==> src/rtl/bccc_pkg.sv <==
// shared types, constants and the coin value table for the bounded coin change counter
// no dependencies
package bccc_pkg;

  localparam int FIELD_W   = 10;
  localparam int NUM_COINS = 6;
  localparam int MAX_SUM   = 1023;
  localparam int DEPTH     = MAX_SUM + 1;
  localparam int ADDR_W    = $clog2(DEPTH);
  localparam int WAYS_W    = 32;
  localparam int ACC_W     = WAYS_W + FIELD_W;
  localparam int COIN_W    = 7;
  localparam int K_W       = 3;
  localparam int IN_W      = 72;
  localparam int OUT_W     = 40;

  localparam logic [K_W-1:0] LAST_COIN = K_W'(NUM_COINS - 1);

  typedef logic [NUM_COINS-1:0][FIELD_W-1:0] count_vec_t;

  // one table entry per cycle from the sequencer to the accumulator while the sequencer runs
  typedef struct packed {
    logic              valid;
    logic              first;
    logic              tail_en;
    logic              init;
    logic              bank;
    logic              hit;
    logic [ADDR_W-1:0] head;
    logic [ADDR_W-1:0] tail;
  } op_t;

  typedef struct packed {
    logic              en;
    logic              bank;
    logic [ADDR_W-1:0] addr;
    logic [WAYS_W-1:0] data;
  } wr_t;

  function automatic logic [COIN_W-1:0] coin_val(input logic [K_W-1:0] k);
    logic [COIN_W-1:0] v;
    case (k)
      3'd0:    v = 7'd2;
      3'd1:    v = 7'd5;
      3'd2:    v = 7'd10;
      3'd3:    v = 7'd20;
      3'd4:    v = 7'd50;
      3'd5:    v = 7'd100;
      default: v = 7'd100;
    endcase
    return v;
  endfunction

endpackage

==> src/rtl/bccc_acc.sv <==
// sliding window accumulator: new entry = old entry + window of older entries, saturated
// depends on bccc_pkg
module bccc_acc (
  input  logic                        clk,
  input  logic                        rst,
  input  bccc_pkg::op_t               op,
  input  logic [bccc_pkg::WAYS_W-1:0] rd_a0,
  input  logic [bccc_pkg::WAYS_W-1:0] rd_a1,
  input  logic [bccc_pkg::WAYS_W-1:0] rd_b0,
  input  logic [bccc_pkg::WAYS_W-1:0] rd_b1,
  output bccc_pkg::wr_t               wr,
  output logic [bccc_pkg::WAYS_W-1:0] ways,
  output logic                        overflow
);
  import bccc_pkg::*;

  op_t               op_q;
  logic [ACC_W-1:0]  w;
  logic [WAYS_W-1:0] old_s;
  logic [WAYS_W-1:0] old_t;
  logic [ACC_W-1:0]  w_cur;
  logic [ACC_W-1:0]  total;
  logic [ACC_W-1:0]  w_next;
  logic              sat;
  logic [WAYS_W-1:0] new_val;
  logic              clear;

  always_comb begin
    if (op_q.init) begin
      old_s = (op_q.head == '0) ? WAYS_W'(1) : '0;
      old_t = (op_q.tail == '0) ? WAYS_W'(1) : '0;
    end else begin
      old_s = op_q.bank ? rd_b0 : rd_a0;
      old_t = op_q.bank ? rd_b1 : rd_a1;
    end
    w_cur   = op_q.first ? '0 : w;
    total   = ACC_W'(old_s) + w_cur;
    sat     = (total[ACC_W-1:WAYS_W] != '0);
    new_val = sat ? '1 : total[WAYS_W-1:0];
    w_next  = total - (op_q.tail_en ? ACC_W'(old_t) : '0);
    clear   = op_q.init && op_q.first && (op_q.head == '0);
  end

  assign wr.en   = op_q.valid;
  assign wr.bank = op_q.bank;
  assign wr.addr = op_q.head;
  assign wr.data = new_val;

  always_ff @(posedge clk) begin
    if (rst) begin
      op_q.valid <= 1'b0;
    end else begin
      op_q.valid <= op.valid;
    end
    op_q.first   <= op.first;
    op_q.tail_en <= op.tail_en;
    op_q.init    <= op.init;
    op_q.bank    <= op.bank;
    op_q.hit     <= op.hit;
    op_q.head    <= op.head;
    op_q.tail    <= op.tail;
  end

  always_ff @(posedge clk) begin
    if (op_q.valid) begin
      w        <= w_next;
      overflow <= (clear ? 1'b0 : overflow) | sat;
      if (op_q.hit) begin
        ways <= new_val;
      end
    end
  end

endmodule

==> config.mk <==
export PLATFORM = sky130hd
export DESIGN_NAME = bccc_acc
export DESIGN_NICKNAME = d
export VERILOG_FILES = /design/src/rtl/bccc_pkg.sv /design/src/rtl/bccc_acc.sv
export SDC_FILE = /design/constraint.sdc
export NUM_CORES = 1
export LEC_CHECK = 0
export ABC_AREA = 1
export BUFFER_PORTS_ARGS = -buffer_cell sky130_fd_sc_hd__buf_2
export CORE_MARGIN = 3
export CORE_UTILIZATION = 43
export CTS_BUF_LIST = sky130_fd_sc_hd__clkbuf_2
export DETAILED_ROUTE_END_ITERATION = 10
export GPL_TIMING_DRIVEN = 0
export PLACE_DENSITY = 0.79
export SETUP_SLACK_MARGIN = 0.1
export SYNTH_ARGS = -nofsm -noshare
export SYNTH_HDL_FRONTEND = slang
export SYNTH_SLANG_ARGS = --single-unit
export TNS_END_PERCENT = 5
==> constraint.sdc <==
create_clock -name clk -period 13.5 [get_ports clk]
set_input_delay 2.025 -clock clk [delete_from_list [all_inputs] [get_ports clk]]
set_output_delay 2.025 -clock clk [all_outputs]
set_load 0.03 [all_outputs]
### Yosys cells after proc, flatten, opt, wreduce, memory -nomap -nowiden

Index checks and enable logic that the tools add are counted.
Widths: inputs -> output; s select.

| cells by class | value |
|---|---|
| bitwise logic cells | 1 |
| add/sub/neg operators | 2 |
| muxes and demuxes | 10 |
| reduce and logical (&&, ||, !) cells | 6 |

Operators with widths:

| cell | number |
|---|---|
| $mux 32 | 6 |
| $add 32x42->42 | 1 |
| $mux 42 | 1 |
| $sub 42x32->42 | 1 |
| $logic_not 10->1 | 2 |
| $reduce_bool 10->1 | 1 |
| $mux 1 | 3 |
| $logic_and 1x1->1 | 2 |
| $reduce_and 2->1 | 1 |
| $or 1x1->1 | 1 |

| storage, ports and cells | value |
|---|---|
| word-level logic and storage cells | 30 |
| output and inout port bits | 77 |
| input port bits | 156 |
| register bits | 101 |

### Depth between registers and ports, before layout

| logic depth | value |
|---|---|
| depth in word-level cells | 6 |
| depth in mapped cells | 31 |
| mapped depth without buffers | 31 |

### Least setup slack after synthesis

Ideal clock, no wire load.

| path | value |
|---|---|
| path kind | input port to output port |
| start | in rd_a0[0] (netlist name) |
| end | out wr[2] (netlist name) |
| data required time | 11.475 ns |
| setup slack | 6.790 ns |
| arrival | 4.685 ns |
| buffers on the path | 0 |
| stages on the path | 23 |
| cell sequence | o21ai_0 o21ai_0 ha_1 inv_1 fa_1 inv_1 nand2_1 nand2_1 nand3_1 nand2_2 nand2_2 nand2_2 nand2_1 nand2_2 nand2_2 nand2_4 inv_2 nor2_4 nand3_1 inv_1 nand2_1 nor3_4 o21ai_0 |

RTL lines:

| what | line | text |
|---|---|---|
| start, declared | bccc_acc.sv:7 | `input logic [bccc_pkg::WAYS_W-1:0] rd_a0,` |
| end, declared | bccc_acc.sv:11 | `output bccc_pkg::wr_t wr,` |

==> results_dict.tcl <==
set metrics [dict create \
    outcome "finished, final reports clean" \
    timing.hold.ws_ps 643.7 \
    antenna_found_initial 1 \
    first_pass_iters 6 \
    first_global_vias 8998 \
    fin_tns_setup_ps 0 \
    synth-edff-count 75 \
    postCtsSetupBuffers 0 \
    r2r-end "w[39]" \
    setup_viol 0 \
    power.total_mw 1.356 \
    die_area_sq_um 22900 \
    port_buffers 232 \
    syn2layout_area_growth_pct 18.06 \
    layout_setup_ws_ps 5416 \
    insertion_delay_ps 660 \
    synthCells 1367 \
    regArea_sq_um 2774 \
    combPwrFrac_pct 58.3 \
    num_vias 9712 \
    start_kind "input port" \
    p_seq_share_pct 30.8 \
    cp.arrival_ps 6060 \
    tightestPinTransition_ps 825.7 \
    placeableCoreArea_sq_um 20490 \
    r2r-start "wr[42]" \
    wl_mm 30.07 \
    power_switching_share_pct 48.36 \
    initial_core_util_pct 44.32 \
    critPathKind "input port to primary output" \
    syn_area_sq_um 9082 \
    die_x_um 151.3 \
    grt.busiest_layer "met2" \
    whs_path_depth 2 \
    drt_iter0_drc 826 \
    clk_pin_slew_ps 340 \
    fin_skew_ps 68.91 \
    hold_end "overflow" \
    grt_first_pass_wirelength_mm 45.24 \
    ys_seq_area_share_pct 30.53 \
    multi_input_area_sq_um 5363 \
    nets 1833 \
    use_met3_pct 3.980 \
    hold_violations 0 \
    grt.overflow.total 0 \
    period_needed_ps 8084 \
    synth.distinct_cells 45 \
    hp-class "register to register" \
    netSwitchingPower_mw 0.6560 \
    rsz0062_at_grt "no" \
    fmax_ghz 0.1237 \
    viasPerCell 5.147 \
    final-max-slew-violation-count 0 \
    synthArstFlopShare_pct 0 \
    cts_resized 0 \
    die_h_um 151.3 \
    r2r_slack_ps 7420 \
    cp_data_required_time_ps 11480 \
    synth_top_flop_cell "edfxtp_1" \
    synth_fp_nets 1589 \
    final.fill_count 2070 \
    pwr-share-clk_pct 10.9 \
    drc 0 \
    ir_drop_mv 0.06598 \
    power_density_nw_per_um2 126.5 \
    post-route-period-util_pct 59.88 \
    rows 52 \
    ctsHoldBuffers 0 \
    grt_max_degree 33 \
    cp-end-kind "primary output" \
    r2r_cells 28 \
    use_met1_pct 35.46 \
    ios 233 \
    postRouteAntennaNets 0 \
    clock-sinks 101 \
    cts_root_buf "clkbuf_2" \
    pre_cts_slack_ps 5492 \
    tritoncts "built" \
    ys_ff_latch 101 \
    clock_path_buffers 2 \
    htreeDepth 3 \
    dp_hpwl_mm 25.33 \
    hp-start "overflow" \
    cts_buffers 9 \
    yosysWarnings 0 \
    p_int_mw 0.7005 \
    cp-startpoint "rd_a0[0]" \
    critPathMaxFanout 10 \
    wl_per_cell_um 15.93 \
    dp.cells 1870 \
    fin_cells 1887 \
    drive_gt1_share_pct 18.63 \
    avgSynthCellArea_sq_um 6.644 \
    track_usage_pct 25.80 \
    relSlewSlack_pct 44.87 \
    grtUsageMet2_pct 42.94 \
    place.gp.congestion 0.9663 \
    max-cap-violations 0 \
    p_leak_nw 5.461 \
]
[worst max-delay path: stages]
cell and delay, ps:
buf_2 80, o21ai_0 60, o21ai_0 200, ha_1 280
inv_1 110, fa_1 430, inv_1 110, nand2_1 100
nand2_1 100, nand3_1 90, nand2_2 160, nand2_2 100
nand2_2 100, nand2_1 80, nand2_2 150, nand2_2 80
nand2_4 100, inv_2 50, nor2_4 120, nand3_1 130
inv_1 80, nand2_1 90, nor3_4 590, buf_4 300
nand2_1 100, buf_2 190
[cell usage after synthesis, types with 5 or more instances]
library cell | count | area, sq um
inv_1 | 191 | 716.9
nor4_1 | 6 | 37.54
nor3_1 | 7 | 35.03
xnor2_1 | 18 | 157.7
buf_4 | 16 | 120.1
ha_1 | 64 | 800.8
nand4_1 | 15 | 93.84
xor2_1 | 45 | 394.1
clkbuf_1 | 17 | 63.81
a21o_1 | 5 | 37.54
nor2_1 | 262 | 983.4
nand2_2 | 9 | 56.30
nand3_1 | 66 | 330.3
inv_2 | 6 | 22.52
dfxtp_1 | 26 | 520.5
edfxtp_1 | 75 | 2252
o21bai_1 | 5 | 37.54
nand2_1 | 325 | 1220
a21oi_1 | 72 | 360.4
o21ai_0 | 93 | 465.5
[cells in the final DEF (no fill, tap or decap), types with 15 or more instances in the layout]
| cell | instances |
|---|---|
| a21oi_1 | 72 |
| buf_2 | 233 |
| buf_4 | 16 |
| clkbuf_1 | 17 |
| dfxtp_1 | 25 |
| edfxtp_1 | 75 |
| ha_1 | 64 |
| inv_1 | 190 |
| nand2_1 | 325 |
| nand3_1 | 66 |
| nand4_1 | 15 |
| nor2_1 | 262 |
| o21ai_0 | 93 |
| xnor2_1 | 18 |
| xor2_1 | 45 |
[stage by stage]
step / utilization, % / instance area (sq um)
2_1_floorplan: - / 9082
3_3_place_gp: 51.63 / 10580
3_5_place_dp: 51.77 / 10610
4_1_cts: 52.31 / 10720
5_1_grt: 52.32 / 10720
6_report: 52.32 / 10720
[power by group through the flow]
| stage | registers [mW] | logic [mW] | clock network, mW |
|---|---|---|---|
| after floorplan | 0.427 | 0.558 | 0 |
| after global placement | 0.424 | 0.765 | 0 |
| after detailed placement | 0.425 | 0.771 | 0 |
| after CTS | 0.418 | 0.775 | 0.154 |
| after global routing | 0.421 | 0.880 | 0.168 |
| final | 0.418 | 0.791 | 0.148 |
[final cells by class]
| class | count | share of cell area [%] |
|---|---|---|
| antenna | 1 | 0.02334 |
| clock inverter | 7 | 0.6068 |
| buffer | 38 | 1.902 |
| multi-input combinational | 1030 | 50.01 |
| tap | 270 | 3.151 |
| inverter | 198 | 6.931 |
| timing repair buffer | 233 | 11.09 |
| sequential | 101 | 25.87 |
| clock buffer | 9 | 0.4201 |
[per-layer routing]
metal / vias to the layer above / routed length, um / share of wire (%)
li1: 4867 / - / -
met1: 4383 / 13390 / 45
met2: 427 / 13720 / 46
met3: 35 / 2496 / 8.3
met4: 0 / 461 / 1.5
met5: - / 0 / 0
[worst max-delay path by stage]
| stage | slack, ps | depth (start not counted) | to |
|---|---|---|---|
| global route | 5130 | 27 | wr[1] |
| floorplan | 6790 | 23 | wr[2] |
| global placement | 5500 | 26 | wr[9] |
| finish | 5420 | 26 | wr[9] |
| detailed placement | 5490 | 26 | wr[9] |
| CTS | 5480 | 26 | wr[9] |
[kinds of logic (layout without fill, tap and decap cells)]
family,count (synthesis),in the layout,share of synthesized area [%]
buf+inv,236,485,10.43
fa+ha+maj,66,66,9.258
simple gates,709,709,32.21
other cells,0,1,0
xor+xnor,65,65,6.433
flops,101,101,30.53
compound gates,190,190,11.14
[flip-flops by register name, indices dropped and copies added (netlist names)]
name      cells
w            42
ways         32
overflow      1
wr           12
op_q         14
No activity file was read; power rests on OpenSTA's default activity.
