===== src/rtl/bccc_pkg.sv =====
// shared types, constants and the coin value table for the bounded coin change counter
// no dependencies
package bccc_pkg;

  localparam int FIELD_W   = 10;
  localparam int NUM_COINS = 6;
  localparam int MAX_SUM   = 1023;
  localparam int DEPTH     = MAX_SUM + 1;
  localparam int ADDR_W    = $clog2(DEPTH);
  localparam int WAYS_W    = 32;
  localparam int ACC_W     = WAYS_W + FIELD_W;
  localparam int COIN_W    = 7;
  localparam int K_W       = 3;
  localparam int IN_W      = 72;
  localparam int OUT_W     = 40;

  localparam logic [K_W-1:0] LAST_COIN = K_W'(NUM_COINS - 1);

  typedef logic [NUM_COINS-1:0][FIELD_W-1:0] count_vec_t;

  // one table entry per cycle from the sequencer to the accumulator while the sequencer runs
  typedef struct packed {
    logic              valid;
    logic              first;
    logic              tail_en;
    logic              init;
    logic              bank;
    logic              hit;
    logic [ADDR_W-1:0] head;
    logic [ADDR_W-1:0] tail;
  } op_t;

  typedef struct packed {
    logic              en;
    logic              bank;
    logic [ADDR_W-1:0] addr;
    logic [WAYS_W-1:0] data;
  } wr_t;

  function automatic logic [COIN_W-1:0] coin_val(input logic [K_W-1:0] k);
    logic [COIN_W-1:0] v;
    case (k)
      3'd0:    v = 7'd2;
      3'd1:    v = 7'd5;
      3'd2:    v = 7'd10;
      3'd3:    v = 7'd20;
      3'd4:    v = 7'd50;
      3'd5:    v = 7'd100;
      default: v = 7'd100;
    endcase
    return v;
  endfunction

endpackage


===== src/rtl/bccc_seq.sv =====
// query sequencer: walks each coin's residue chains and issues table reads
// depends on bccc_pkg
module bccc_seq (
  input  logic                         clk,
  input  logic                         rst,
  input  logic                         in_valid,
  input  logic [bccc_pkg::FIELD_W-1:0] in_target,
  input  bccc_pkg::count_vec_t         in_counts,
  input  logic                         out_free,
  output logic                         idle,
  output logic                         done,
  output bccc_pkg::op_t                op
);
  import bccc_pkg::*;

  typedef enum logic [4:0] {
    S_IDLE  = 5'b00001,
    S_RUN   = 5'b00010,
    S_GAP   = 5'b00100,
    S_FLUSH = 5'b01000,
    S_DONE  = 5'b10000
  } state_t;

  state_t state, state_next;

  logic [ADDR_W-1:0]  target;
  count_vec_t         counts;
  logic [K_W-1:0]     k;
  logic [COIN_W-1:0]  r;
  logic [ADDR_W-1:0]  s;
  logic [ADDR_W-1:0]  tp;
  logic [FIELD_W-1:0] m;

  logic [COIN_W-1:0]  v;
  logic [FIELD_W-1:0] cnt;
  logic               tail_en;
  logic [ADDR_W:0]    s_nx;
  logic [COIN_W-1:0]  r_nx;
  logic               end_chain;
  logic               end_pass;

  assign v         = coin_val(k);
  assign cnt       = counts[k];
  assign tail_en   = (m == cnt);
  assign s_nx      = {1'b0, s} + (ADDR_W+1)'(v);
  assign r_nx      = r + COIN_W'(1);
  assign end_chain = s_nx > {1'b0, target};
  assign end_pass  = (r_nx == v) || (ADDR_W'(r_nx) > target);

  assign idle = (state == S_IDLE);
  assign done = (state == S_DONE) && out_free;

  always_comb begin
    op.valid   = (state == S_RUN);
    op.first   = (s == ADDR_W'(r));
    op.tail_en = tail_en;
    op.init    = (k == '0);
    op.bank    = ~k[0];
    op.hit     = (k == LAST_COIN) && (s == target);
    op.head    = s;
    op.tail    = tp;
  end

  always_comb begin
    state_next = state;
    unique case (state)
      S_IDLE:  if (in_valid) state_next = S_RUN;
      S_RUN:   if (end_chain && end_pass) state_next = (k == LAST_COIN) ? S_FLUSH : S_GAP;
      S_GAP:   state_next = S_RUN;
      S_FLUSH: state_next = S_DONE;
      S_DONE:  if (out_free) state_next = S_IDLE;
      default: state_next = S_IDLE;
    endcase
  end

  always_ff @(posedge clk) begin
    if (rst) begin
      state <= S_IDLE;
    end else begin
      state <= state_next;
    end
  end

  always_ff @(posedge clk) begin
    if (state == S_IDLE) begin
      target <= ADDR_W'(in_target);
      counts <= in_counts;
      k      <= '0;
      r      <= '0;
      s      <= '0;
      tp     <= '0;
      m      <= '0;
    end else if (state == S_RUN) begin
      if (end_chain) begin
        if (end_pass) begin
          k <= k + K_W'(1);
          r <= '0;
          s <= '0;
          tp <= '0;
        end else begin
          r  <= r_nx;
          s  <= ADDR_W'(r_nx);
          tp <= ADDR_W'(r_nx);
        end
        m <= '0;
      end else begin
        s <= s_nx[ADDR_W-1:0];
        if (tail_en) begin
          tp <= tp + ADDR_W'(v);
        end else begin
          m <= m + FIELD_W'(1);
        end
      end
    end
  end

endmodule


===== config.mk =====
export PLATFORM = sky130hd
export DESIGN_NAME = bccc_seq
export DESIGN_NICKNAME = d
export VERILOG_FILES = /design/src/rtl/bccc_pkg.sv /design/src/rtl/bccc_seq.sv
export SDC_FILE = /design/constraint.sdc
export NUM_CORES = 1
export LEC_CHECK = 0
export ABC_AREA = 1
export BUFFER_PORTS_ARGS = -buffer_cell sky130_fd_sc_hd__buf_4
export CORE_AREA = 2 2 109 111
export CTS_BUF_LIST = sky130_fd_sc_hd__clkbuf_4 sky130_fd_sc_hd__clkbuf_8 sky130_fd_sc_hd__clkbuf_16
export DETAILED_ROUTE_END_ITERATION = 10
export DIE_AREA = 0 0 111 113
export PLACE_DENSITY = 0.82
export SLEW_MARGIN = 20
export SYNTH_ARGS = -nofsm -noshare
export SYNTH_HDL_FRONTEND = slang
export SYNTH_SLANG_ARGS = --single-unit

===== constraint.sdc =====
create_clock -name clk -period 6.1 [get_ports clk]
set_clock_uncertainty 0.15 [all_clocks]
set_input_delay 0.61 -clock clk [delete_from_list [all_inputs] [get_ports clk]]
set_output_delay 0.61 -clock clk [all_outputs]
set_load 0.01 [all_outputs]

### Word-level counts from Yosys, hierarchy flattened

Index checks and enable logic that the tools add are counted.
W data, S select, Z words.

* register bits: 115
* bits of input ports: 74
* output and inout bits: 28
* word-level logic and storage cells: 66

* $add $sub $neg: 5
* order comparisons: 3
* equality and inequality tests: 18
* muxes and demuxes: 15
* bitwise logic cells: 1
* reduce and logical (&&, ||, !) cells: 11

Operators with widths (count)
* $mux W10: 6
* $pmux W7 S5: 1
* $bmux W10 S3: 1
* $pmux W5 S5: 1
* $eq A10 B10 Y1: 2
* $mux W5: 3
* $mux W7: 2
* $add A10 B7 Y11: 1
* $gt A11 B10 Y1: 1
* $add A10 B1 Y10 const B: 1
* $add A10 B7 Y10: 1
* $eq A10 B7 Y1: 1
* $gt A7 B10 Y1: 1
* $add A7 B1 Y7 const B: 1
* $eq A7 B7 Y1: 1
* $eq A3 B2 Y1 const B: 2
* $eq A3 B3 Y1 const B: 2
* $reduce_and A2 Y1: 3
* $reduce_and A3 Y1: 2
* $eq A5 B1 Y1 const B: 1
* $eq A5 B2 Y1 const B: 1
* $eq A5 B3 Y1 const B: 1
* $eq A5 B4 Y1 const B: 1
* $eq A5 B5 Y1 const B: 1
* other kinds (11): 15

### Logic depth before layout (Yosys ltp)

Gate-level depths: netlist of run 1.

* word-level depth: 7
* gate-level depth with buffers: 34
* gate-level depth less buffers: 31

### Least setup slack after synthesis of run 1

Ideal clock, no wire load.

* path kind: register to register
* start: register k[0]
* end: register r[0]
* library setup time: 0.237 ns
* data arrival time: 3.724 ns
* data required time: 5.713 ns
* path slack: 1.989 ns
* stages on the path, launching flop included: 33
* buffers on the path: 4
* clock period less this slack: 4.111 ns
* path through: dfxtp_1 -> buf_4 -> inv_4 -> buf_6 -> ha_1 -> nand2_2 -> nand2_2 -> inv_2 -> nand2_2 -> nand2_1 -> ha_1 -> inv_1 -> nor2_1 -> o21ai_1 -> nand2_1 -> a31o_2 -> xor2_1 -> ha_1 -> nand2_1 -> nor2_1 -> nand2_1 -> nand2_1 -> nand2_1 -> nand2_1 -> nand2_1 -> nand2_1 -> nand2_1 -> nand2_1 -> nand2_1 -> buf_4 -> buf_4 -> a21oi_1 -> nor2_1

* cells in the longest elaborated chain, start to end: 5
* elaborated cells on any way between the ends: 12
* those cells by class: add/sub: 1; order compare: 1; eq/ne: 5; mux: 2; reduce/logical: 3

Ends and longest elaborated chain
* start, declared: RTL line bccc_seq.sv:28 `logic [K_W-1:0] k;`
* start signal, assigned: RTL line bccc_seq.sv:96 `k <= k + K_W'(1);`
* $eq A3 B3 Y1, or another cell as far along: RTL line bccc_pkg.sv:42 `case (k)`
* $pmux W7 S5 *: RTL line bccc_pkg.sv:42
* $add A10 B7 Y11 or $eq A7 B7 Y1 (tied branches): RTL line bccc_seq.sv:45, bccc_seq.sv:48
* $gt A11 B10 Y1 or $logic_or A1 B1 Y1 (tied branches): RTL line bccc_seq.sv:47, bccc_seq.sv:48
* $reduce_and A2 Y1 (no line) or $mux W7 (tied branches)
* end signal, assigned: RTL line bccc_seq.sv:101 `r <= r_nx;`
* end, declared: RTL line bccc_seq.sv:29 `logic [COIN_W-1:0] r;`

Mark *: on every way between the ends. The rest lies on a longest branch, timed or not.
A chain may end at the register's enable or synchronous reset.

### Final worst setup path of run 1

* start: register k[1]
* end: register m[6]

* cells in the longest elaborated chain, start to end: 6
* elaborated cells on any way between the ends: 14
* those cells by class: add/sub: 1; order compare: 1; eq/ne: 6; mux: 4; reduce/logical: 2

Ends and longest elaborated chain
* $eq A3 B3 Y1, or another cell as far along: RTL line bccc_pkg.sv:42
* $pmux W7 S5: RTL line bccc_pkg.sv:42
* $add A10 B7 Y11: RTL line bccc_seq.sv:45 `assign s_nx = {1'b0, s} + (ADDR_W+1)'(v);`
* $gt A11 B10 Y1: RTL line bccc_seq.sv:47 `assign end_chain = s_nx > {1'b0, target};`
* $ne A2 B1 Y1 (no line)
* $reduce_and A2 Y1 (no line)
* end signal, assigned: RTL line bccc_seq.sv:111 `m <= m + FIELD_W'(1);`
* end, declared: RTL line bccc_seq.sv:32 `logic [FIELD_W-1:0] m;`

Parallel ways exist; a longest one is shown, timed or not. The select of a mux whose other input is x is not followed.

==> results of run 1 <==
[cells by family (layout without fill, tap and decap cells)]
group	Yosys count	count (layout)	share of synthesized area
DFF	115	115	0.435
adders and majority gates	38	38	0.0711
buffers and inverters	151	262	0.0918
xor gates and xnor gates	30	30	0.0381
AOI/OAI and AO/OA	101	101	0.0855
and+or+nand+nor	437	437	0.278
[layer usage]
layer | track usage | vias to the layer above
met5 | 0 | -
met4 | 0.131 | 0
met3 | 0.0568 | 42
met2 | 0.480 | 272
met1 | 0.343 | 2793
li1 | - | 3059
[synth_stat cells (2+ instances only)]
| cell type | n |
|---|---|
| o22ai_1 | 5 |
| buf_4 | 7 |
| buf_2 | 12 |
| nor4_1 | 3 |
| inv_1 | 115 |
| o21ai_0 | 20 |
| buf_6 | 3 |
| xor2_1 | 14 |
| dfxtp_1 | 45 |
| nand3b_1 | 4 |
| nor3_1 | 7 |
| a211oi_1 | 2 |
| fa_1 | 2 |
| nor2_1 | 66 |
| inv_2 | 5 |
| a21oi_1 | 38 |
| o21bai_1 | 2 |
| edfxtp_1 | 70 |
| o211ai_1 | 8 |
| a31oi_1 | 5 |
| clkbuf_1 | 7 |
| a21oi_2 | 3 |
| nand2_1 | 241 |
| or2_2 | 8 |
| nand3_2 | 3 |
| ha_1 | 36 |
| xnor2_1 | 16 |
| nand3_1 | 75 |
| nor2_4 | 4 |
| nand4_1 | 19 |
| o21a_1 | 5 |
| nand2_2 | 4 |
| o21ai_1 | 7 |
[layout make-up]
type	instances	share of cell area
clock buffer	26	0.0676
multi-input combinational	606	0.391
tap	143	0.0214
inverter	121	0.0548
sequential	115	0.360
clock inverter	6	0.00734
timing repair buffer	109	0.0980
[state kept, by name, summed over array words and instances, names as in the netlist]
register  flops
counts       60
k             3
m            10
r             7
s            10
state         5
target       10
tp           10
[worst min path at each step]
stage | from | to | cells after the start
floorplan | r[6] | r[6] | 2
global placement | r[1] | r[1] | 2
detailed placement | r[6] | r[6] | 2
CTS | in_counts[28] | counts[28] | 1
global route | in_counts[3] | counts[3] | 1
finish | in_counts[56] | counts[56] | 1
[power groups by stage]
stage	registers, W	logic, W	clock network [W]
global route	0.000999	0.000401	0.00107
CTS	0.000991	0.000355	0.00103
floorplan	0.00100	0.000228	0
global placement	0.00100	0.000346	0
detailed placement	0.00100	0.000351	0
finish	0.000991	0.000356	0.00102
[through the flow]
stage                     instance area, µm²  total power [W]  std cells  worst slack (ns)
final                                   8350          0.00237       1126             0.980
after global placement                  7720          0.00135       1094              1.28
after CTS                               8350          0.00238       1126              1.04
after detailed placement                7720          0.00136       1094              1.11
after floorplan                         6900          0.00123        872              1.99
after global routing                    8350          0.00247       1126             0.470
==> summary.md, run 1 <==
| Metric | Value |
|---|---|
| Post-synthesis sequential element count | `115` |
| Global route overflow | `0` |
| Initial antenna violation count | `0` |
| # IOs | `102` |
| Hold WS | `approximately 0.22 ns` |
| Power Density | `about 280 nW/µm²` |
| Port bufs | `slightly above 100` |
| Vias in the first global route | `5991` |
| DRT met1 WL | `roughly 6.9 mm` |
| Die X | `111 µm` |
| Worst path top cell family by delay | `simple AND/OR/NAND/NOR gates` |
| H-tree depth | `4` |
| Final number of setup-violating endpoints | `0` |
| Slew HR | `0.597` |
| Worst Path Arrival | `5.31 ns` |
| Post-synth EDFFs | `70` |
| Outcome | `complete, no violations` |
| Total Routing Usage GR | `0.280` |
| Inserted Clock Buffers | `17` |
| WP buf/inv | `6` |
| Initial Util | `0.612` |
| Period utilisation layout | `0.839` |
| Critical path required time | `6.29 ns` |
| Worst ir drop on vdd | `0.295 mV` |
| Hpwl dp | `~12 mm` |
| Ranking of synthesized cells by area | `edfxtp_1 (30%), nand2_1 (13%), dfxtp_1 (13%)` |
| CP startpoint | `k[1]` |
| Lkg Pwr | `around 4.0 nW` |
| Post-Synthesis Cells | `872` |
| R2r startpoint | `k[1]` |
| Layout cells sized above 1 | `0.178` |
| Mapped Nets | `984` |
| Worst R2R Path Depth | `26` |
| CTS root buf | `clkbuf_16` |
| Met3 wire length | `~1.3 mm` |
| Wire length on met2 | `8.36 mm` |
| Floorplan die area | `approximately 13000 µm²` |
| Antenna Cells | `0` |
| Async SR Flop Fraction | `0` |
| Pre-antenna DRT Iters | `5` |
| CP Class | `register to register` |
| Final Core Density | `0.741` |
| Footprint of the multi-input gates | `3270 µm²` |
| Final antenna-violating net count | `0` |
| Post-CTS Setup Repair Bufs | `0` |
| Routed via count | `between 6000 and 7000` |
| Power share of the combinational group | `0.150` |
| RSZ-0062 raised after global routing | `no` |
| Sw frac | `0.259` |
| Wirelength per Cell | `15.1 µm` |
| Max incr delay on CP | `0.70 ns` |
| Top Metal Used | `met4` |
| Skew-Pair Late Insertion Delay | `0.41 ns` |
| CP dominant cell by count | `nand2_1` |
| Yosys top cell area share | `0.305` |
| Commonest cells after routing, fill and taps aside | `nand2_1 (241), inv_1 (114), buf_4 (109)` |
| CTS resizes | `0` |
| Slowest-stage cell, CP | `dfxtp_1` |
| RD Place Congestion | `roughly 0.96` |
| Internal cell power | `0.00176 W` |
| R2r setup slk | `about 1 ns` |
| Hold Path Class | `input port to register` |
| Register area | `3000 µm²` |
| Clock transition at the registers of the reported paths | `0.05 ns` |
| Die height | `113 µm` |
| Largest net degree at the start of global routing | `47` |
| Sequential Power Share | `0.418` |
| Global-route wire length before repair | `28.0 mm` |
| Vias/cell | `5.48` |
| Core area | `roughly 11000 µm²` |
| Max frequency | `195 MHz` |
| Slew at the pin closest to its max-slew limit | `0.603 ns` |
| Fin crit period | `~5 ns` |
| Layout Nets | `1082` |
| Seq/Total Area, Yosys | `0.435` |
| Setup_tns | `0 ns` |
| Fillers | `833` |
| Commonest non-fill, non-tap cell in the layout | `nand2_1` |
| CTS Buffer Depth | `2` |
| CTS tree | `done` |
| Ys flop type | `edfxtp_1` |
| Total Wirelength | `about 17 mm` |
| Synth area leader | `edfxtp_1` |
| Startpoint class of the critical path | `register` |
| Crit-path max FO | `21` |
| Worst Setup End Kind | `register` |
| Worst path depth | `26` |
| Area delta synth->final | `21.1%` |
| Standard-cell rows | `39` |
| Psw | `0.000614 W` |
| Number of remaining DRC errors | `0` |
| CTS Sinks | `115` |
| Final hold violations | `0` |
| Mapped Avg Cell Area | `a little under 8 µm²` |
| Max Slew Vio Count | `0` |
| Warnings, synthesis | `0` |
| Cell Area, Synth | `around 7000 µm²` |
| Synth unique cells | `44` |
| Clk pwr share | `0.432` |
| R2r endpoint | `m[6]` |
| Initial DRC count | `~360` |
| # hold bufs at CTS | `0` |
| Maxcap violations | `0` |
| Crit path to | `m[6]` |
(Power assumes the default switching activity.)
==> inputs of run 2 (changes only) <==
--- a/config.mk
+++ b/config.mk
@@ -7,11 +7,11 @@
 export LEC_CHECK = 0
 export ABC_AREA = 1
 export BUFFER_PORTS_ARGS = -buffer_cell sky130_fd_sc_hd__buf_4
-export CORE_AREA = 2 2 109 111
+export CORE_AREA = 2 2 113 115
 export CTS_BUF_LIST = sky130_fd_sc_hd__clkbuf_4 sky130_fd_sc_hd__clkbuf_8 sky130_fd_sc_hd__clkbuf_16
 export DETAILED_ROUTE_END_ITERATION = 10
-export DIE_AREA = 0 0 111 113
-export PLACE_DENSITY = 0.82
+export DIE_AREA = 0 0 115 117
+export PLACE_DENSITY = 0.77
 export SLEW_MARGIN = 20
 export SYNTH_ARGS = -nofsm -noshare
 export SYNTH_HDL_FRONTEND = slang
==> constraint.sdc (replaced) <==
create_clock -name clk -period 5.15 [get_ports clk]
set_clock_uncertainty 0.15 [all_clocks]
set_input_delay 0.515 -clock clk [delete_from_list [all_inputs] [get_ports clk]]
set_output_delay 0.515 -clock clk [all_outputs]
set_load 0.01 [all_outputs]
==> run 2 against run 1 <==
Final area is 0.15% higher. Global-route usage is 2.2 points lower. Core utilization is 6.2 points lower. First-iteration DRC count is 39% higher. Sequential share of layout area is 0.054 points lower. Worst setup slack worse by 0.38 ns. Highest routed layer unchanged. Hold slack worse by 0.11 ns. Non-clock buffer count is 2 higher.
==> summary.md, run 2 (synthesis results as in run 1) <==
| Metric | Value |
|---|---|
| Outcome | `complete, no violations` |
| Layout Nets | `1084 (+0.18%)` |
| Skew-Pair Late Insertion Delay | `0.42 ns (about the same)` |
| Total Routing Usage GR | `0.258 (-0.0222)` |
| Initial antenna violation count | `0 (unchanged)` |
| Worst Setup End Kind | `register` |
| Initial DRC count | `503 (+39%)` |
| CP Class | `register to register` |
| Max Slew Vio Count | `0 (unchanged)` |
| Register area | `3000 µm² (unchanged)` |
| Maxcap violations | `0 (unchanged)` |
| Largest register FFs | `60 (unchanged)` |
| Footprint of the multi-input gates | `3270 µm² (about the same)` |
| # hold bufs at CTS | `0 (unchanged)` |
| # IOs | `102 (unchanged)` |
| Layout cells sized above 1 | `0.181 (+0.00268)` |
| Wirelength per Cell | `14.5 µm (-4.3%)` |
| Final number of setup-violating endpoints | `0 (unchanged)` |
| Core area | `12300 µm² (+9.2%)` |
| Area delta synth->final | `21.2%` |
| RSZ-0062 raised after global routing | `no` |
| Clock transition at the registers of the reported paths | `0.06 ns (about the same)` |
| CTS Sinks | `115 (unchanged)` |
| CTS root buf | `clkbuf_16` |
| CP dominant cell by count | `nand2_1` |
| Fillers | `994 (+19%)` |
| Number of remaining DRC errors | `0 (unchanged)` |
| Inserted Clock Buffers | `17 (unchanged)` |
| H-tree depth | `4 (unchanged)` |
| Design area | `8360 µm² (+0.15%)` |
| Wire length on met2 | `7.77 mm (-7.0%)` |
| Slowest-stage cell, CP | `fa_1` |
| Post-CTS Setup Repair Bufs | `0 (unchanged)` |
| Antenna Cells | `0 (unchanged)` |
| Hpwl dp | `11.8 mm (-3.2%)` |
| Vias/cell | `5.29 (-3.3%)` |
| Commonest non-fill, non-tap cell in the layout | `nand2_1` |
| Worst ir drop on vdd | `0.328 mV (+11%)` |
| Top Metal Used | `met4` |
| CTS tree | `done` |
| Lkg Pwr | `3.95 nW (-0.38%)` |
| Routed via count | `6008 (-2.6%)` |
| Vias in the first global route | `5636 (-5.9%)` |
| Biggest register | `counts` |
| Global-route wire length before repair | `26.6 mm (-4.9%)` |
| Initial Util | `0.560 (-0.0517)` |
| RD Place Congestion | `0.916 (-4.5%)` |
| Crit-path max FO | `15 (-29%)` |
| Floorplan die area | `13500 µm² (+7.3%)` |
| Critical path required time | `5.33 ns (-0.96 ns)` |
| Total Wirelength | `16.4 mm (-3.6%)` |
| Commonest cells after routing, fill and taps aside | `nand2_1 (240), inv_1 (114), buf_4 (111)` |
| Pre-antenna DRT Iters | `5 (unchanged)` |
| Die X | `115 µm (+3.6%)` |
| Standard-cell rows | `41 (+5.1%)` |
| Setup_tns | `0 ns (unchanged)` |
| Final antenna-violating net count | `0 (unchanged)` |
| Global route overflow | `0 (unchanged)` |
| Startpoint class of the critical path | `register` |
| CTS Buffer Depth | `2 (unchanged)` |
| Max frequency | `220 MHz (+13%)` |
| Fin crit period | `4.55 ns (-0.574 ns)` |
| Dpl cell area | `7750 µm² (+0.31%)` |
| Slew HR | `0.579 (-0.0182)` |
| Power Density | `335 nW/µm² (+18%)` |
| Met3 wire length | `1.07 mm (-16%)` |
| Period utilisation layout | `0.883 (+0.0433)` |
| Final hold violations | `0 (unchanged)` |
| Max incr delay on CP | `0.41 ns (-0.29 ns)` |
| Die height | `117 µm (+3.5%)` |
| Port bufs | `101 (unchanged)` |
| Slew at the pin closest to its max-slew limit | `0.631 ns (+0.0273 ns)` |
| DRT met1 WL | `7.00 mm (+1.4%)` |
| Worst Path Arrival | `4.73 ns (-0.58 ns)` |
| Largest net degree at the start of global routing | `41 (-13%)` |
| Hold Path Class | `input port to register` |
[run 2: final timing paths]
check	start	endpoint	slack, ns	depth (start not counted)
hold reg to reg	r[6]	r[6]	0.36	2
setup reg to reg	k[1]	tp[7]	0.60	26
hold / removal	in_counts[59]	counts[59]	0.12	1
setup / recovery	k[1]	tp[7]	0.60	26
[run 2: layout make-up]
class,count,area share
multi-input combinational,606,0.391
sequential,115,0.359
timing repair buffer,111,0.0997
inverter,121,0.0548
clock buffer,18,0.0518
tap,150,0.0224
clock inverter,14,0.0214
[run 2: repair_timing]
action / CTS / global route
resized for setup: 0 / 1
endpoints found under the hold margin: 0 / 0
endpoints found under the setup margin: 0 / 10
[run 2: layer usage]
layer,up-vias,track usage
li1,3073,-
met3,43,0.0628
met2,240,0.429
met1,2652,0.316
met5,-,0
met4,0,0.129
[run 2: power breakdown]
group          switching (W)  total [W]  internal, W
Sequential         0.0000422    0.00117      0.00113
Clock               0.000442    0.00121     0.000772
Combinational       0.000272   0.000418     0.000146
Total               0.000756    0.00280      0.00205
[run 2: critical path, delay by kind of cell (launching register included)]
family / cells / cell delay (ns)
AO/OA/AOI/OAI: 4 / 0.56
XOR/XNOR: 1 / 0.21
adder cells (fa/ha/maj): 4 / 1.15
buffers and inverters: 4 / 0.58
flip-flops: 1 / 0.36
AND/OR/NAND/NOR: 13 / 1.42
[run 2: per-stage QoR]
step,setup WS [ns],util,total power (W),hold WS [ns],cells
after detailed placement,0.480,0.629,0.00160,0.347,1103
after global placement,0.663,0.629,0.00159,0.342,1103
after CTS,0.421,0.679,0.00282,0.103,1135
after floorplan,1.04,-,0.00146,0.320,872
after global routing,0.172,0.679,0.00292,0.104,1135
final,0.604,0.679,0.00280,0.115,1135
==> inputs of run 3 (changes only) <==
--- a/config.mk
+++ b/config.mk
@@ -12,6 +12,7 @@
 export DETAILED_ROUTE_END_ITERATION = 10
 export DIE_AREA = 0 0 115 117
 export PLACE_DENSITY = 0.77
+export RECOVER_POWER = 25
 export SLEW_MARGIN = 20
 export SYNTH_ARGS = -nofsm -noshare
 export SYNTH_HDL_FRONTEND = slang
==> run 3 against run 2 <==
First-iteration DRC count rose by 5.4%. Worst setup slack lost 0.0088 ns. Clock power about the same. Critical path depth unchanged. Cell count unchanged. Power down 0.20%. Sequential power about the same. Sequential cell count is the same. Global-route usage unchanged. Non-clock buffer count is the same. Via count increased by 0.18%. Critical endpoint unchanged. Largest cell class unchanged.
==> summary.md, run 3 (synthesis results as in run 1) <==
| Metric | Value |
|---|---|
| Outcome | `complete, no violations` |
| Commonest non-fill, non-tap cell in the layout | `nand2_1` |
| Standard-cell rows | `41 (unchanged)` |
| Slew at the pin closest to its max-slew limit | `0.616 ns (-0.0146 ns)` |
| Floorplan die area | `13500 µm² (unchanged)` |
| Routed via count | `6019 (+0.18%)` |
| Skew-Pair Late Insertion Delay | `0.42 ns (about the same)` |
| RSZ-0062 raised after global routing | `no` |
| Die height | `117 µm (unchanged)` |
| Vias in the first global route | `5636 (unchanged)` |
| Worst Setup End Kind | `register` |
| CP Class | `register to register` |
| Initial antenna violation count | `0 (unchanged)` |
| Global route overflow | `0 (unchanged)` |
| Die X | `115 µm (unchanged)` |
| Hold path start | `in_counts[36]` |
| Layout Nets | `1084 (unchanged)` |
| Slew HR | `0.589 (+0.00975)` |
| Total Routing Usage GR | `0.258 (unchanged)` |
| Setup_tns | `0 ns (unchanged)` |
| Critical path required time | `5.33 ns (about the same)` |
| # IOs | `102 (unchanged)` |
| Clock transition at the registers of the reported paths | `0.06 ns (about the same)` |
| Largest net degree at the start of global routing | `41 (unchanged)` |
| Power Total | `0.00280 W (-0.20%)` |
| Fillers | `994 (unchanged)` |
| H-tree depth | `4 (unchanged)` |
| Hpwl dp | `11.8 mm (unchanged)` |
| Crit-path max FO | `15 (unchanged)` |
| R2r endpoint | `tp[7]` |
| Total Wirelength | `16.4 mm (-0.49%)` |
| Antenna Cells | `0 (unchanged)` |
| Footprint of the multi-input gates | `3270 µm² (unchanged)` |
| Final antenna-violating net count | `0 (unchanged)` |
| Port bufs | `101 (unchanged)` |
| Number of remaining DRC errors | `0 (unchanged)` |
| Fin crit period | `4.55 ns (+0.00880 ns)` |
| CTS Sinks | `115 (unchanged)` |
| Dpl ws | `0.480 ns (unchanged)` |
| Initial DRC count | `530 (+5.4%)` |
| Max frequency | `220 MHz (-0.19%)` |
| Global-route wire length before repair | `26.6 mm (unchanged)` |
| Initial Util | `0.560 (unchanged)` |
| RD Place Congestion | `0.916 (unchanged)` |
| Worst ir drop on vdd | `0.327 mV (-0.32%)` |
| Worst R2R Path Depth | `26 (unchanged)` |
| CTS tree | `done` |
| Final WS setup | `0.595 ns (-0.00880 ns)` |
| Pre-antenna DRT Iters | `5 (unchanged)` |
| Period utilisation layout | `0.884 (+0.00171)` |
| Startpoint class of the critical path | `register` |
| Final hold violations | `0 (unchanged)` |
| Vias/cell | `5.30 (+0.18%)` |
| Worst Path Arrival | `4.73 ns (about the same)` |
| Wirelength per Cell | `14.4 µm (-0.49%)` |
| Final number of setup-violating endpoints | `0 (unchanged)` |
| CTS root buf | `clkbuf_16` |
| Max Slew Vio Count | `0 (unchanged)` |
| WHS Path Cells | `1 (unchanged)` |
| Hold Path Class | `input port to register` |
| R2r startpoint | `k[1]` |
| Lkg Pwr | `3.94 nW (-0.27%)` |
| Largest register FFs | `60 (unchanged)` |
| Commonest cells after routing, fill and taps aside | `nand2_1 (240), inv_1 (114), nand3_1 (75)` |
| Layout cells sized above 1 | `0.181 (unchanged)` |
| # hold bufs at CTS | `0 (unchanged)` |
| CTS Buffer Depth | `2 (unchanged)` |
| Biggest register | `counts` |
| Min-Delay Endpoint | `counts[36]` |
| Core area | `12300 µm² (unchanged)` |
| Area delta synth->final | `21.2% (unchanged)` |
| Power Density | `335 nW/µm² (-0.20%)` |
| Inserted Clock Buffers | `17 (unchanged)` |
| Register area | `3000 µm² (unchanged)` |
| Maxcap violations | `0 (unchanged)` |
| R2r setup slk | `0.60 ns (about the same)` |
-- run 3: worst max-delay path, cell delays in order (launching register included) --
cell and delay [ns]:
dfxtp_1 0.36, inv_2 0.21, ha_1 0.22, inv_1 0.04, nor2_1 0.27, ha_1 0.24
inv_1 0.05, fa_1 0.41, nor2_1 0.14, o21ai_1 0.08, nand2_1 0.12, a31o_2 0.17
xor2_1 0.21, ha_1 0.28, a21o_1 0.16, nor2_1 0.10, nand2_1 0.06, nand2_1 0.05
nand2_1 0.04, nand2_1 0.05, nand2_1 0.06, nand2_1 0.05, nand2_1 0.07, nand2_2 0.30
buf_4 0.28, nand3_1 0.11, a21oi_1 0.16
-- run 3: cell type report --
class / count / area share
clock inverter: 14 / 0.0214
sequential: 115 / 0.359
clock buffer: 18 / 0.0518
tap: 150 / 0.0224
inverter: 121 / 0.0548
multi-input combinational: 606 / 0.391
timing repair buffer: 111 / 0.0997
-- run 3: stage by stage --
stage          cell area (µm²)  std cells   util  hold slack, ns
6_report                  8360       1135  0.679           0.127
5_1_grt                   8360       1135  0.679           0.116
4_1_cts                   8360       1135  0.679           0.103
3_5_place_dp              7750       1103  0.629           0.347
3_3_place_gp              7750       1103  0.629           0.342
2_1_floorplan             6900        872      -           0.320
-- run 3: worst max path at each step --
| stage | startpoint | endpoint | slack [ns] |
|---|---|---|---|
| after floorplan | k[0] | r[0] | 1.04 |
| after global placement | k[1] | tp[0] | 0.66 |
| after detailed placement | k[1] | tp[8] | 0.48 |
| after CTS | k[1] | tp[7] | 0.42 |
| after global routing | k[1] | tp[7] | 0.17 |
| final | k[1] | tp[7] | 0.60 |
-- run 3: what timing repair did --
action	4_1_cts	5_1_grt
gates resized for setup	0	1
setup buffers	0	0
setup endpoints to repair	0	10
-- run 3: power breakdown --
part / total (W) / internal, W / switching [W]
Clock: 0.00121 / 0.000772 / 0.000441
Sequential: 0.00117 / 0.00113 / 0.0000419
Combinational: 0.000414 / 0.000144 / 0.000270
Total: 0.00280 / 0.00204 / 0.000753
-- run 3: layer usage --
| metal | global-route usage | vias to the layer above | part of all wire |
|---|---|---|---|
| met1 | 0.316 | 2641 | 0.42 |
| met3 | 0.0628 | 50 | 0.069 |
| met4 | 0.129 | 0 | 0.038 |
| met5 | 0 | - | 0 |
| li1 | - | 3071 | - |
| met2 | 0.429 | 257 | 0.47 |
